**config.mk**
```make
export PLATFORM = sky130hd
export DESIGN_NAME = led_scan_round_robin
export DESIGN_NICKNAME = d
export VERILOG_FILES = /design/src/design/lsrr_pkg.sv /design/src/design/lsrr_next_sel.sv /design/src/design/lsrr_core.sv /design/src/design/led_scan_round_robin.sv
export VERILOG_INCLUDE_DIRS = /design/src /design/src/design
export SDC_FILE = /design/constraint.sdc
export NUM_CORES = 1
export LEC_CHECK = 0
export BUFFER_PORTS_ARGS = -buffer_cell sky130_fd_sc_hd__buf_2
export CAP_MARGIN = 0
export CORE_MARGIN = 3
export CORE_UTILIZATION = 49
export DETAILED_ROUTE_END_ITERATION = 6
export PLACE_DENSITY = 0.69
export SYNTH_ARGS = -nofsm -noshare
export SYNTH_HDL_FRONTEND = slang
export SYNTH_SLANG_ARGS = --single-unit
export TNS_END_PERCENT = 5
```
**constraint.sdc**
```tcl
create_clock -name clk -period 3.37 [get_ports clk]
set_input_delay 0.1685 -clock clk [delete_from_list [all_inputs] [get_ports clk]]
set_output_delay 0.1685 -clock clk [all_outputs]
set_load 0.03 [all_outputs]
```
**src/design/assert_macros.svh**
```systemverilog
// assertion macros for the design files (included by lsrr_core)
`ifndef ASSERT_MACROS_SVH
`define ASSERT_MACROS_SVH

// implication checked on every clock edge outside reset
`define ASSERT_CLK(label, prop, msg) \
  label: assert property (@(posedge clk) disable iff (!rst_n) (prop)) else $error(msg);

// check that also runs while reset is held
`define ASSERT_ALWAYS(label, prop, msg) \
  label: assert property (@(posedge clk) (prop)) else $error(msg);

`endif

```
**src/design/lsrr_pkg.sv**
```systemverilog
// types and constants for the led scan round robin block
package lsrr_pkg;

  localparam int unsigned LED_IDX_W = 5;
  localparam int unsigned PAT_W     = 32;
  localparam int unsigned COUNT_W   = 6;

  localparam logic [COUNT_W-1:0] LED_COUNT_RESET = 6'd32;

  localparam logic [2:0] KIND_WRITE  = 3'd0;
  localparam logic [2:0] KIND_SET    = 3'd1;
  localparam logic [2:0] KIND_CLEAR  = 3'd2;
  localparam logic [2:0] KIND_TOGGLE = 3'd3;
  localparam logic [2:0] KIND_READ   = 3'd4;
  localparam logic [2:0] KIND_TICK   = 3'd5;

  typedef struct packed {
    logic [2:0]       kind;
    logic [PAT_W-1:0] data;
    logic [PAT_W-1:0] mask;
  } lsrr_in_t;

  typedef struct packed {
    logic [PAT_W-1:0]     pattern;
    logic                 lit;
    logic [LED_IDX_W-1:0] lit_index;
    logic                 scanning;
  } lsrr_out_t;

endpackage

```
**src/design/lsrr_next_sel.sv**
```systemverilog
// rotating search for the next set pattern bit after the current index
module lsrr_next_sel #(
  parameter int unsigned MAX_LEDS = 32
) (
  input  logic [MAX_LEDS-1:0]          cand_i,
  input  logic [lsrr_pkg::LED_IDX_W-1:0] cur_i,
  output logic                         found_o,
  output logic [lsrr_pkg::LED_IDX_W-1:0] sel_o
);
  import lsrr_pkg::*;

  logic [MAX_LEDS-1:0]  above;
  logic [LED_IDX_W-1:0] sel_above;
  logic [LED_IDX_W-1:0] sel_any;

  always_comb begin
    for (int j = 0; j < MAX_LEDS; j++) begin
      above[j] = cand_i[j] && (LED_IDX_W'(j) > cur_i);
    end
  end

  always_comb begin
    sel_above = '0;
    sel_any   = '0;
    for (int j = MAX_LEDS - 1; j >= 0; j--) begin
      if (above[j]) begin
        sel_above = LED_IDX_W'(j);
      end
      if (cand_i[j]) begin
        sel_any = LED_IDX_W'(j);
      end
    end
  end

  assign found_o = |cand_i;
  assign sel_o   = (|above) ? sel_above : sel_any;

endmodule

```
**src/design/lsrr_core.sv**
```systemverilog
// pattern and scan state with the per-item update logic
`include "assert_macros.svh"

module lsrr_core #(
  parameter int unsigned MAX_LEDS = 32
) (
  input  logic                         clk,
  input  logic                         rst_n,
  input  logic                         fire_i,
  input  lsrr_pkg::lsrr_in_t           item_i,
  input  logic [lsrr_pkg::COUNT_W-1:0] led_count_i,
  output lsrr_pkg::lsrr_out_t          result_o
);
  import lsrr_pkg::*;

  localparam logic [COUNT_W-1:0] MaxCount = COUNT_W'(MAX_LEDS);

  logic [PAT_W-1:0]     pattern_r, pattern_nxt;
  logic [LED_IDX_W-1:0] cur_idx_r, cur_idx_nxt;
  logic                 running_r, running_nxt;
  logic                 driving_r, driving_nxt;

  logic [COUNT_W-1:0]   eff_count;
  logic [MAX_LEDS-1:0]  cand;
  logic                 found;
  logic [LED_IDX_W-1:0] sel;

  always_comb begin
    if (led_count_i == '0) begin
      eff_count = COUNT_W'(1);
    end else if (led_count_i > MaxCount) begin
      eff_count = MaxCount;
    end else begin
      eff_count = led_count_i;
    end
  end

  // only bits below the led count can be driven
  always_comb begin
    for (int j = 0; j < MAX_LEDS; j++) begin
      cand[j] = pattern_r[j] && (COUNT_W'(j) < eff_count);
    end
  end

  lsrr_next_sel #(
    .MAX_LEDS (MAX_LEDS)
  ) u_next_sel (
    .cand_i  (cand),
    .cur_i   (cur_idx_r),
    .found_o (found),
    .sel_o   (sel)
  );

  always_comb begin
    pattern_nxt = pattern_r;
    cur_idx_nxt = cur_idx_r;
    running_nxt = running_r;
    driving_nxt = driving_r;
    if (fire_i) begin
      unique case (item_i.kind)
        KIND_WRITE: begin
          pattern_nxt = (pattern_r & ~item_i.mask) | (item_i.data & item_i.mask);
          running_nxt = running_r || (pattern_nxt != '0);
        end
        KIND_SET: begin
          pattern_nxt = pattern_r | item_i.mask;
          running_nxt = running_r || (pattern_nxt != '0);
        end
        KIND_CLEAR: begin
          pattern_nxt = pattern_r & ~item_i.mask;
        end
        KIND_TOGGLE: begin
          pattern_nxt = pattern_r ^ item_i.mask;
          running_nxt = running_r || (pattern_nxt != '0);
        end
        KIND_TICK: begin
          if (running_r) begin
            driving_nxt = 1'b0;
            if (pattern_r == '0) begin
              running_nxt = 1'b0;
            end else if (found) begin
              cur_idx_nxt = sel;
              driving_nxt = 1'b1;
            end else begin
              running_nxt = 1'b0;
            end
          end
        end
        default: begin
        end
      endcase
    end
  end

  always_ff @(posedge clk) begin
    if (!rst_n) begin
      pattern_r <= '0;
      cur_idx_r <= '0;
      running_r <= 1'b0;
      driving_r <= 1'b0;
    end else begin
      pattern_r <= pattern_nxt;
      cur_idx_r <= cur_idx_nxt;
      running_r <= running_nxt;
      driving_r <= driving_nxt;
    end
  end

  always_comb begin
    result_o.pattern   = pattern_nxt;
    result_o.lit       = driving_nxt;
    result_o.lit_index = driving_nxt ? cur_idx_nxt : '0;
    result_o.scanning  = running_nxt;
  end

  `ASSERT_CLK(a_drive_needs_run, driving_r |-> running_r,
              "led driven while scanning is stopped")
  `ASSERT_CLK(a_drive_on_tick, $rose(driving_r) |-> $past(fire_i && (item_i.kind == KIND_TICK)),
              "led driven without a scan tick")
  `ASSERT_CLK(a_hold_when_idle, !fire_i |=> ($stable(pattern_r) && $stable(running_r)),
              "state changed without an item")
  `ASSERT_CLK(a_index_moves_on_tick,
              (fire_i && (item_i.kind != KIND_TICK)) |=> $stable(cur_idx_r),
              "scan index moved on a non-tick item")

endmodule

```
**src/design/led_scan_round_robin.sv**
```systemverilog
// top level of the round robin led scanner: handshake registers and count register
//
// Usage:
//   in channel (in_valid / in_ready / in_item) carries one access per item:
//   write, set, clear, toggle, read or scan tick. Every item gives exactly
//   one result on the out channel (out_valid / out_ready / out_item) with
//   the pattern, the lit led and the scanning flag after that item.
//   cfg_we / cfg_data write the led count; write it only while idle.
//   Flow: an item accepted into the input register is worked out by the
//   update logic once the result register can take it; the result is
//   registered there and drives out_item, with out_valid set.
//   Throughput: one item per cycle while the receiver does not stall; the input register
//   feeds the result register directly and the next-bit search is a single combinational
//   pass over the pattern.
//   Reset (rst_n low, synchronous) clears the pattern, stops scanning,
//   releases the led and sets the led count to 32.
//   When the receiver stalls, the result register holds its item and the
//   input register takes one more item before in_ready drops.
module led_scan_round_robin #(
  parameter int unsigned MAX_LEDS = 32
) (
  input  logic                         clk,
  input  logic                         rst_n,
  input  logic                         in_valid,
  output logic                         in_ready,
  input  lsrr_pkg::lsrr_in_t           in_item,
  output logic                         out_valid,
  input  logic                         out_ready,
  output lsrr_pkg::lsrr_out_t          out_item,
  input  logic                         cfg_we,
  input  logic [lsrr_pkg::COUNT_W-1:0] cfg_data
);
  import lsrr_pkg::*;

  logic               in_valid_r, in_valid_nxt;
  lsrr_in_t           in_item_r;
  logic               out_valid_r, out_valid_nxt;
  lsrr_out_t          out_item_r;
  logic [COUNT_W-1:0] led_count_r, led_count_nxt;

  logic      proceed;
  logic      fire;
  logic      in_take;
  lsrr_out_t result;

  assign proceed  = !out_valid_r || out_ready;
  assign fire     = in_valid_r && proceed;
  assign in_ready = !in_valid_r || proceed;
  assign in_take  = in_valid && in_ready;

  always_comb begin
    in_valid_nxt  = in_take || (in_valid_r && !fire);
    out_valid_nxt = fire || (out_valid_r && !out_ready);
    led_count_nxt = cfg_we ? cfg_data : led_count_r;
  end

  lsrr_core #(
    .MAX_LEDS (MAX_LEDS)
  ) u_core (
    .clk         (clk),
    .rst_n       (rst_n),
    .fire_i      (fire),
    .item_i      (in_item_r),
    .led_count_i (led_count_r),
    .result_o    (result)
  );

  always_ff @(posedge clk) begin
    if (!rst_n) begin
      in_valid_r  <= 1'b0;
      out_valid_r <= 1'b0;
      led_count_r <= LED_COUNT_RESET;
    end else begin
      in_valid_r  <= in_valid_nxt;
      out_valid_r <= out_valid_nxt;
      led_count_r <= led_count_nxt;
    end
  end

  always_ff @(posedge clk) begin
    if (in_take) begin
      in_item_r <= in_item;
    end
    if (fire) begin
      out_item_r <= result;
    end
  end

  assign out_valid = out_valid_r;
  assign out_item  = out_item_r;

endmodule
```
-- Word level (Yosys, flattened, before mapping)
Cells that the tools add are included.
- bits in registers: 153
- memory bits (read-only): 0
- output and inout port bits: 41
- memories: 0
- word-level logic and storage cells: 258
- bits in writable memories: 0
- bits in latches: 0
- input bits: 78
- $mul: 0
- bitwise operators: 6
- reduce and logical (&&, ||, !) cells: 87
- divide/modulo/power cells: 0
- shift-type cells: 0
- add/subtract/negate cells: 0
- equal/unequal tests: 4
- multiplexer cells: 82
- magnitude comparators: 65
- operator list (operator ; number):
    5-bit two-way mux ; 70
    32-bit case mux with 4 select lines ; 1
    5-bit by 6-bit less-than comparator with 1-bit output (first input constant) ; 16
    32-bit nonzero test ; 3
    5-bit greater-than comparator (first input constant) ; 16
    1-bit logical AND ; 68
    32-bit bitwise AND ; 2
    32-bit OR ; 2
    32-bit OR reduction ; 2
    4-bit by 6-bit less-than comparator with 1-bit output (first input constant) ; 8
    4-bit by 5-bit greater-than comparator with 1-bit output (first input constant) ; 8
    32-bit logical NOT ; 1
    32-bit two-way mux ; 1
    32-bit NOT ; 1
    32-bit bitwise XOR ; 1
    3-bit by 6-bit less-than comparator with 1-bit output (first input constant) ; 4
    3-bit by 5-bit greater-than comparator with 1-bit output (first input constant) ; 4
    1-bit by 6-bit less-than comparator with 1-bit output (first input constant) ; 2
    2-bit by 6-bit less-than comparator with 1-bit output (first input constant) ; 2
    6-bit two-way mux ; 2
    1-bit by 5-bit greater-than comparator with 1-bit output (first input constant) ; 2
    2-bit by 5-bit greater-than comparator with 1-bit output (first input constant) ; 2
    1-bit logical OR ; 7
    1-bit two-way mux ; 7
    other kinds (8) ; 12

-- Depth between registers and ports, before layout
- depth after elaboration: 44
- gate-level depth with buffers: 12
- mapped depth without buffers: 10

-- By module
Synthesis repeated with hierarchy kept, for this count alone.
- cells, all modules: 934
- area, all modules: 9145.0 um2
- by module, submodules not included (module ; sequential area each (um2) ; times used ; cells an instance ; area an instance (um2)):
    lsrr_core ; 780.7 ; 1 ; 580 ; 4364.2
    led_scan_round_robin ; 3343.2 ; 1 ; 134 ; 3493.4
    lsrr_next_sel ; 0.0 ; 1 ; 220 ; 1287.5

-- Least setup slack after synthesis
OpenSTA, ideal clock, no wires.
- kind: reg-to-reg
- from: register out_valid_r (netlist: out_valid)
- to: register in_item_r[0] (netlist bit) (enable)
- cell stages (with the launch flop): 4
- clock period less this slack: 2904 ps
- data required time: 2938 ps
- buffers on the path: 0
- slack: 466 ps
- arrival: 2472 ps
- setup time: 432 ps
- path through: dfxtp_1 > nor2b_1 > nand2_1 > and2_1
- word-level cells in the longest chain between the ends: 4
- ends and longest elaborated chain (element ; line ; source):
    from (decl) ; led_scan_round_robin.sv:37 ; logic out_valid_r, out_valid_nxt;
    from (signal assigned) ; led_scan_round_robin.sv:75 ; out_valid_r <= out_valid_nxt;
    1-bit logical NOT ; led_scan_round_robin.sv:46 ; assign proceed = !out_valid_r || out_ready;
    1-bit logical OR ; led_scan_round_robin.sv:46 ;
    1-bit logical OR ; led_scan_round_robin.sv:48 ; assign in_ready = !in_valid_r || proceed;
    named net in_ready ; led_scan_round_robin.sv:25 ; output logic in_ready,
    1-bit logical AND ; led_scan_round_robin.sv:49 ; assign in_take = in_valid && in_ready;
    named net in_take ; led_scan_round_robin.sv:43 ; logic in_take;
    to (signal assigned) ; led_scan_round_robin.sv:82 ; in_item_r <= in_item;
    to (decl) ; led_scan_round_robin.sv:36 ; lsrr_in_t in_item_r;
The timed path passes the listed nets, and every way through them passes these cells.
A chain may end at the register's enable or synchronous reset.

-- Final worst setup path
- from: register led_count_r[1]
- to: register out_item_r, in the netlist out_item[3], data pin
- word-level cells in the longest chain between the ends: 44
- elaborated cells between the ends (all ways): 177
- classes of those cells: 33 x order compare; 77 x mux; 67 x reduce/logical
- ends and longest elaborated chain (element ; line ; source):
    from (decl) ; led_scan_round_robin.sv:39 ; logic [COUNT_W-1:0] led_count_r, led_count_nxt;
    from (signal assigned) ; led_scan_round_robin.sv:76 ; led_count_r <= led_count_nxt;
    6-bit greater-than comparator ; lsrr_core.sv:31 ; end else if (led_count_i > MaxCount) begin
    6-bit two-way mux ; lsrr_core.sv:31 ;
    6-bit two-way mux * ; lsrr_core.sv:29 ; if (led_count_i == '0) begin
    5-bit by 6-bit less-than comparator with 1-bit output ; lsrr_core.sv:41 ; cand[j] = pattern_r[j] && (COUNT_W'(j) < eff_count);
    1-bit logical AND ; lsrr_core.sv:41 ;
    1-bit logical AND ; lsrr_next_sel.sv:18 ; above[j] = cand_i[j] && (LED_IDX_W'(j) > cur_i);
    5-bit two-way mux (32 in a row) ; lsrr_next_sel.sv:26 ; if (above[j]) begin
    5-bit two-way mux ; lsrr_next_sel.sv:36 ; assign sel_o = (|above) ? sel_above : sel_any;
    5-bit two-way mux ; lsrr_core.sv:81 ; end else if (found) begin
    5-bit two-way mux ; lsrr_core.sv:79 ; if (pattern_r == '0) begin
    5-bit two-way mux ; lsrr_core.sv:77 ; if (running_r) begin
    5-bit two-way mux ; lsrr_core.sv:60 ; unique case (item_i.kind)
    5-bit two-way mux ; lsrr_core.sv:59 ; if (fire_i) begin
    to (signal assigned) ; led_scan_round_robin.sv:85 ; out_item_r <= result;
    to (decl) ; led_scan_round_robin.sv:38 ; lsrr_out_t out_item_r;
Mark *: on every way between the ends. The rest lies on a longest branch, timed or not.

==> impl_metrics.toml <==
[run_status]
status = "finished, violations left"
failed_checks = "DRC"

[clock_network]
clkLatencyLatePin_ns = 0.43
cts.sinks = 153
post-cts-setup-buffers = 0
numCtsBuffers = 17
clock_path_buffers = 2
cts.reportedPaths.clkPinSlew_ns = 0.07
htree_num_levels = 4
clockRootBuffer = "sky130_fd_sc_hd__clkbuf_16"
tritoncts = "yes"

[placed_design]
gp_routability_congestion = 1.00
post-place-cells = 1277
placement.setup.worst_slack_ns = 0.399
port_buffers = 118
place_hpwl_mm = 21.4
placement.cell_area_um2 = 10300

[timing]
fmax_mhz = 331
setup_viol_count_final = 0
setup_repair_after_global_routing_missed_its_margin = "false"
final_max_slew_viol_count = 0
slew_headroom = 0.390
setup_tns_ns = 0
timing.final.hold_violations = 0
finalWorstPathRequiredPeriod_ns = 3.02
timing.final.crit_share = 0.897
finClkSkew_ns = 0.0102
setup_slack_after_layout_ns = 0.348
timing_worst_slew_pin_value_ns = 0.915

[power]
powerDensity_nw_per_um2 = 416
p_leak_nw = 4.81
power.ir.vdd_worst_uv = 358

[min_path]
hold_path.class = "in -> reg"

[critical_path]
setup.worst_path.start_class = "register"
worst_setup_path_end_kind = "register"
critical_path_required_ns = 3.55
arrival_worst_endpoint_ns = 3.20
criticalPathCategory = "reg -> reg"
path_max_fanout = 25

[floorplan]
floorplan.die_area_um2 = 20900
die_h_um = 144
floorplan.rows = 50
initial_utilization = 0.500
die_width_um = 144
io_pins = 119
core-area_um2 = 18800

[routing]
routed_via_count_divided_by_cell_count = 6.15
detail_route.first_pass.iterations = 7
antenna_left = 0
wirelength_routed_mm = 30.6
via_count = 8474
route.detailed.drc = 2
drt-initial-drc-count = 970
post_drt_wl_per_cell_um = 22.2

[global_route]
grt_pass1_wl_mm = 46.8
first_global_vias = 8160
grt_remaining_overflow = 0
grt_max_degree = 68
antenna_found_initial = 0
overall_track_demand_over_capacity_in_global_routing = 0.296

[final_layout]
area_growth_pct = 23.4
insertedDiodeCount = 0
most_common_cell_after_layout_fill_and_taps_aside = "sky130_fd_sc_hd__buf_2"
nFillCells = 1540
drive_above_1_share = 0.219
layout.nets = 1273
seq_area_um2 = 4120
multi_input_comb_area_um2 = 4740
post-route-util = 0.618
layout_common_cells = "sky130_fd_sc_hd__buf_2 (118), sky130_fd_sc_hd__edfxtp_1 (106), sky130_fd_sc_hd__nand2_1 (77)"
post_layout_nonfiller_instances = 1378
final_design_area_no_fill_um2 = 11600

[flow_run]
max_cap_violations = 0

[logic_synthesis]
synth_fp_nets = 1082
post_synth.cell_area_avg_um2 = 9.99
yosys_register_bits = 153
synth_area_um2 = 9390
synth_cells = 940
yosysWarningCount = 0
synthDistinctLibCells = 85
number_of_enable_flip_flop_cells_after_synthesis = 106
yosys_most_used_dff = "sky130_fd_sc_hd__edfxtp_1"
synthArstFlopShare = 0
synth-seq-area-share = 0.439
-- worst max-delay path, stage by stage, from the launching register on --
cell                      delay [ns]
sky130_fd_sc_hd__dfxtp_1        0.86
sky130_fd_sc_hd__a21oi_1        0.20
sky130_fd_sc_hd__nor4_1         0.53
sky130_fd_sc_hd__nor2_1         0.12
sky130_fd_sc_hd__and4b_1        0.28
sky130_fd_sc_hd__and4_1         0.23
sky130_fd_sc_hd__nor3b_2        0.16
sky130_fd_sc_hd__nor3_1         0.31
sky130_fd_sc_hd__nor3_2         0.08
-- logic make-up after synthesis --
kind of cell | after synthesis | synth area share
AOI/OAI and AO/OA | 279 | 0.208
muxes | 37 | 0.0428
DFF | 153 | 0.439
buffers and inverters | 126 | 0.0577
and+or+nand+nor | 281 | 0.167
adders and majority gates | 64 | 0.0853
-- flip-flops by register name, indices dropped and copies added, names as in the netlist --
signal and cells:
out_valid 1, in_item_r 67, in_valid_r 1, led_count_r 6, u_core.pattern_r 32, u_core.driving_r 1, u_core.running_r 1, u_core.cur_idx_r 5
out_item 39
-- power breakdown --
group | total (mW) | internal (mW) | switching (mW)
logic | 0.742 | 0.317 | 0.425
registers | 2.17 | 2.10 | 0.0686
clock network | 1.92 | 1.01 | 0.907
-- path summary, 6_finish.rpt --
kind | startpoint | to | slack, ns | cells after the start
worst max-delay path | led_count_r[1] | out_item[3] | 0.35 | 8
worst min-delay path | cfg_data[1] | led_count_r[1] | 0.05 | 3
worst max register to register | led_count_r[1] | out_item[3] | 0.35 | 8
worst min register to register | in_valid_r | out_valid | 0.54 | 1
-- routing by layer --
metal | GRT usage | up-vias | part of all wire
li1 | - | 3947 | -
met1 | 0.399 | 4045 | 0.42
met2 | 0.483 | 409 | 0.48
met3 | 0.0486 | 73 | 0.072
met4 | 0.110 | 0 | 0.035
met5 | 0 | - | 0
-- repair_timing --
item,4_1_cts,5_1_grt
hold buffers,69,0
endpoints found under the setup margin,0,0
gates resized for setup,0,0
hold endpoints to repair,69,0
-- synth_stat cells (9+ instances only) --
library cell               count  area [um^2]
sky130_fd_sc_hd__edfxtp_1    106         3180
sky130_fd_sc_hd__nand2_1      77          289
sky130_fd_sc_hd__inv_1        69          259
sky130_fd_sc_hd__o21ai_0      68          340
sky130_fd_sc_hd__ha_1         64          801
sky130_fd_sc_hd__a21oi_1      51          255
sky130_fd_sc_hd__dfxtp_1      47          941
sky130_fd_sc_hd__and2_1       41          257
sky130_fd_sc_hd__clkbuf_1     38          143
sky130_fd_sc_hd__nor2_1       37          139
sky130_fd_sc_hd__mux2_2       25          282
sky130_fd_sc_hd__nand4_1      20          125
sky130_fd_sc_hd__a221oi_1     17          149
sky130_fd_sc_hd__nor4_1       16          100
sky130_fd_sc_hd__nor2b_1      14         87.6
sky130_fd_sc_hd__nor3_1       13         65.1
sky130_fd_sc_hd__mux2i_1      12          120
sky130_fd_sc_hd__a222oi_1     10          100
sky130_fd_sc_hd__buf_2        10         50.1
sky130_fd_sc_hd__o211ai_1     10         75.1
sky130_fd_sc_hd__and3_1        9         56.3
sky130_fd_sc_hd__o21a_1        9         67.6
-- area by class of cell --
type,instances,share of cell area
clock inverter,14,0.0127
sequential,153,0.356
inverter,70,0.0227
clock buffer,18,0.0379
tap,234,0.0253
timing repair buffer,228,0.137
multi-input combinational,661,0.409
-- per-stage QoR --
step                power [mW]  hold WS, ns
floorplan                 2.63        0.267
global placement          2.87        0.345
detailed placement        2.87        0.347
CTS                       4.80       0.0507
global route              5.00       0.0556
finish                    4.83       0.0499
Note: power is estimated with default switching activity, not from simulation.
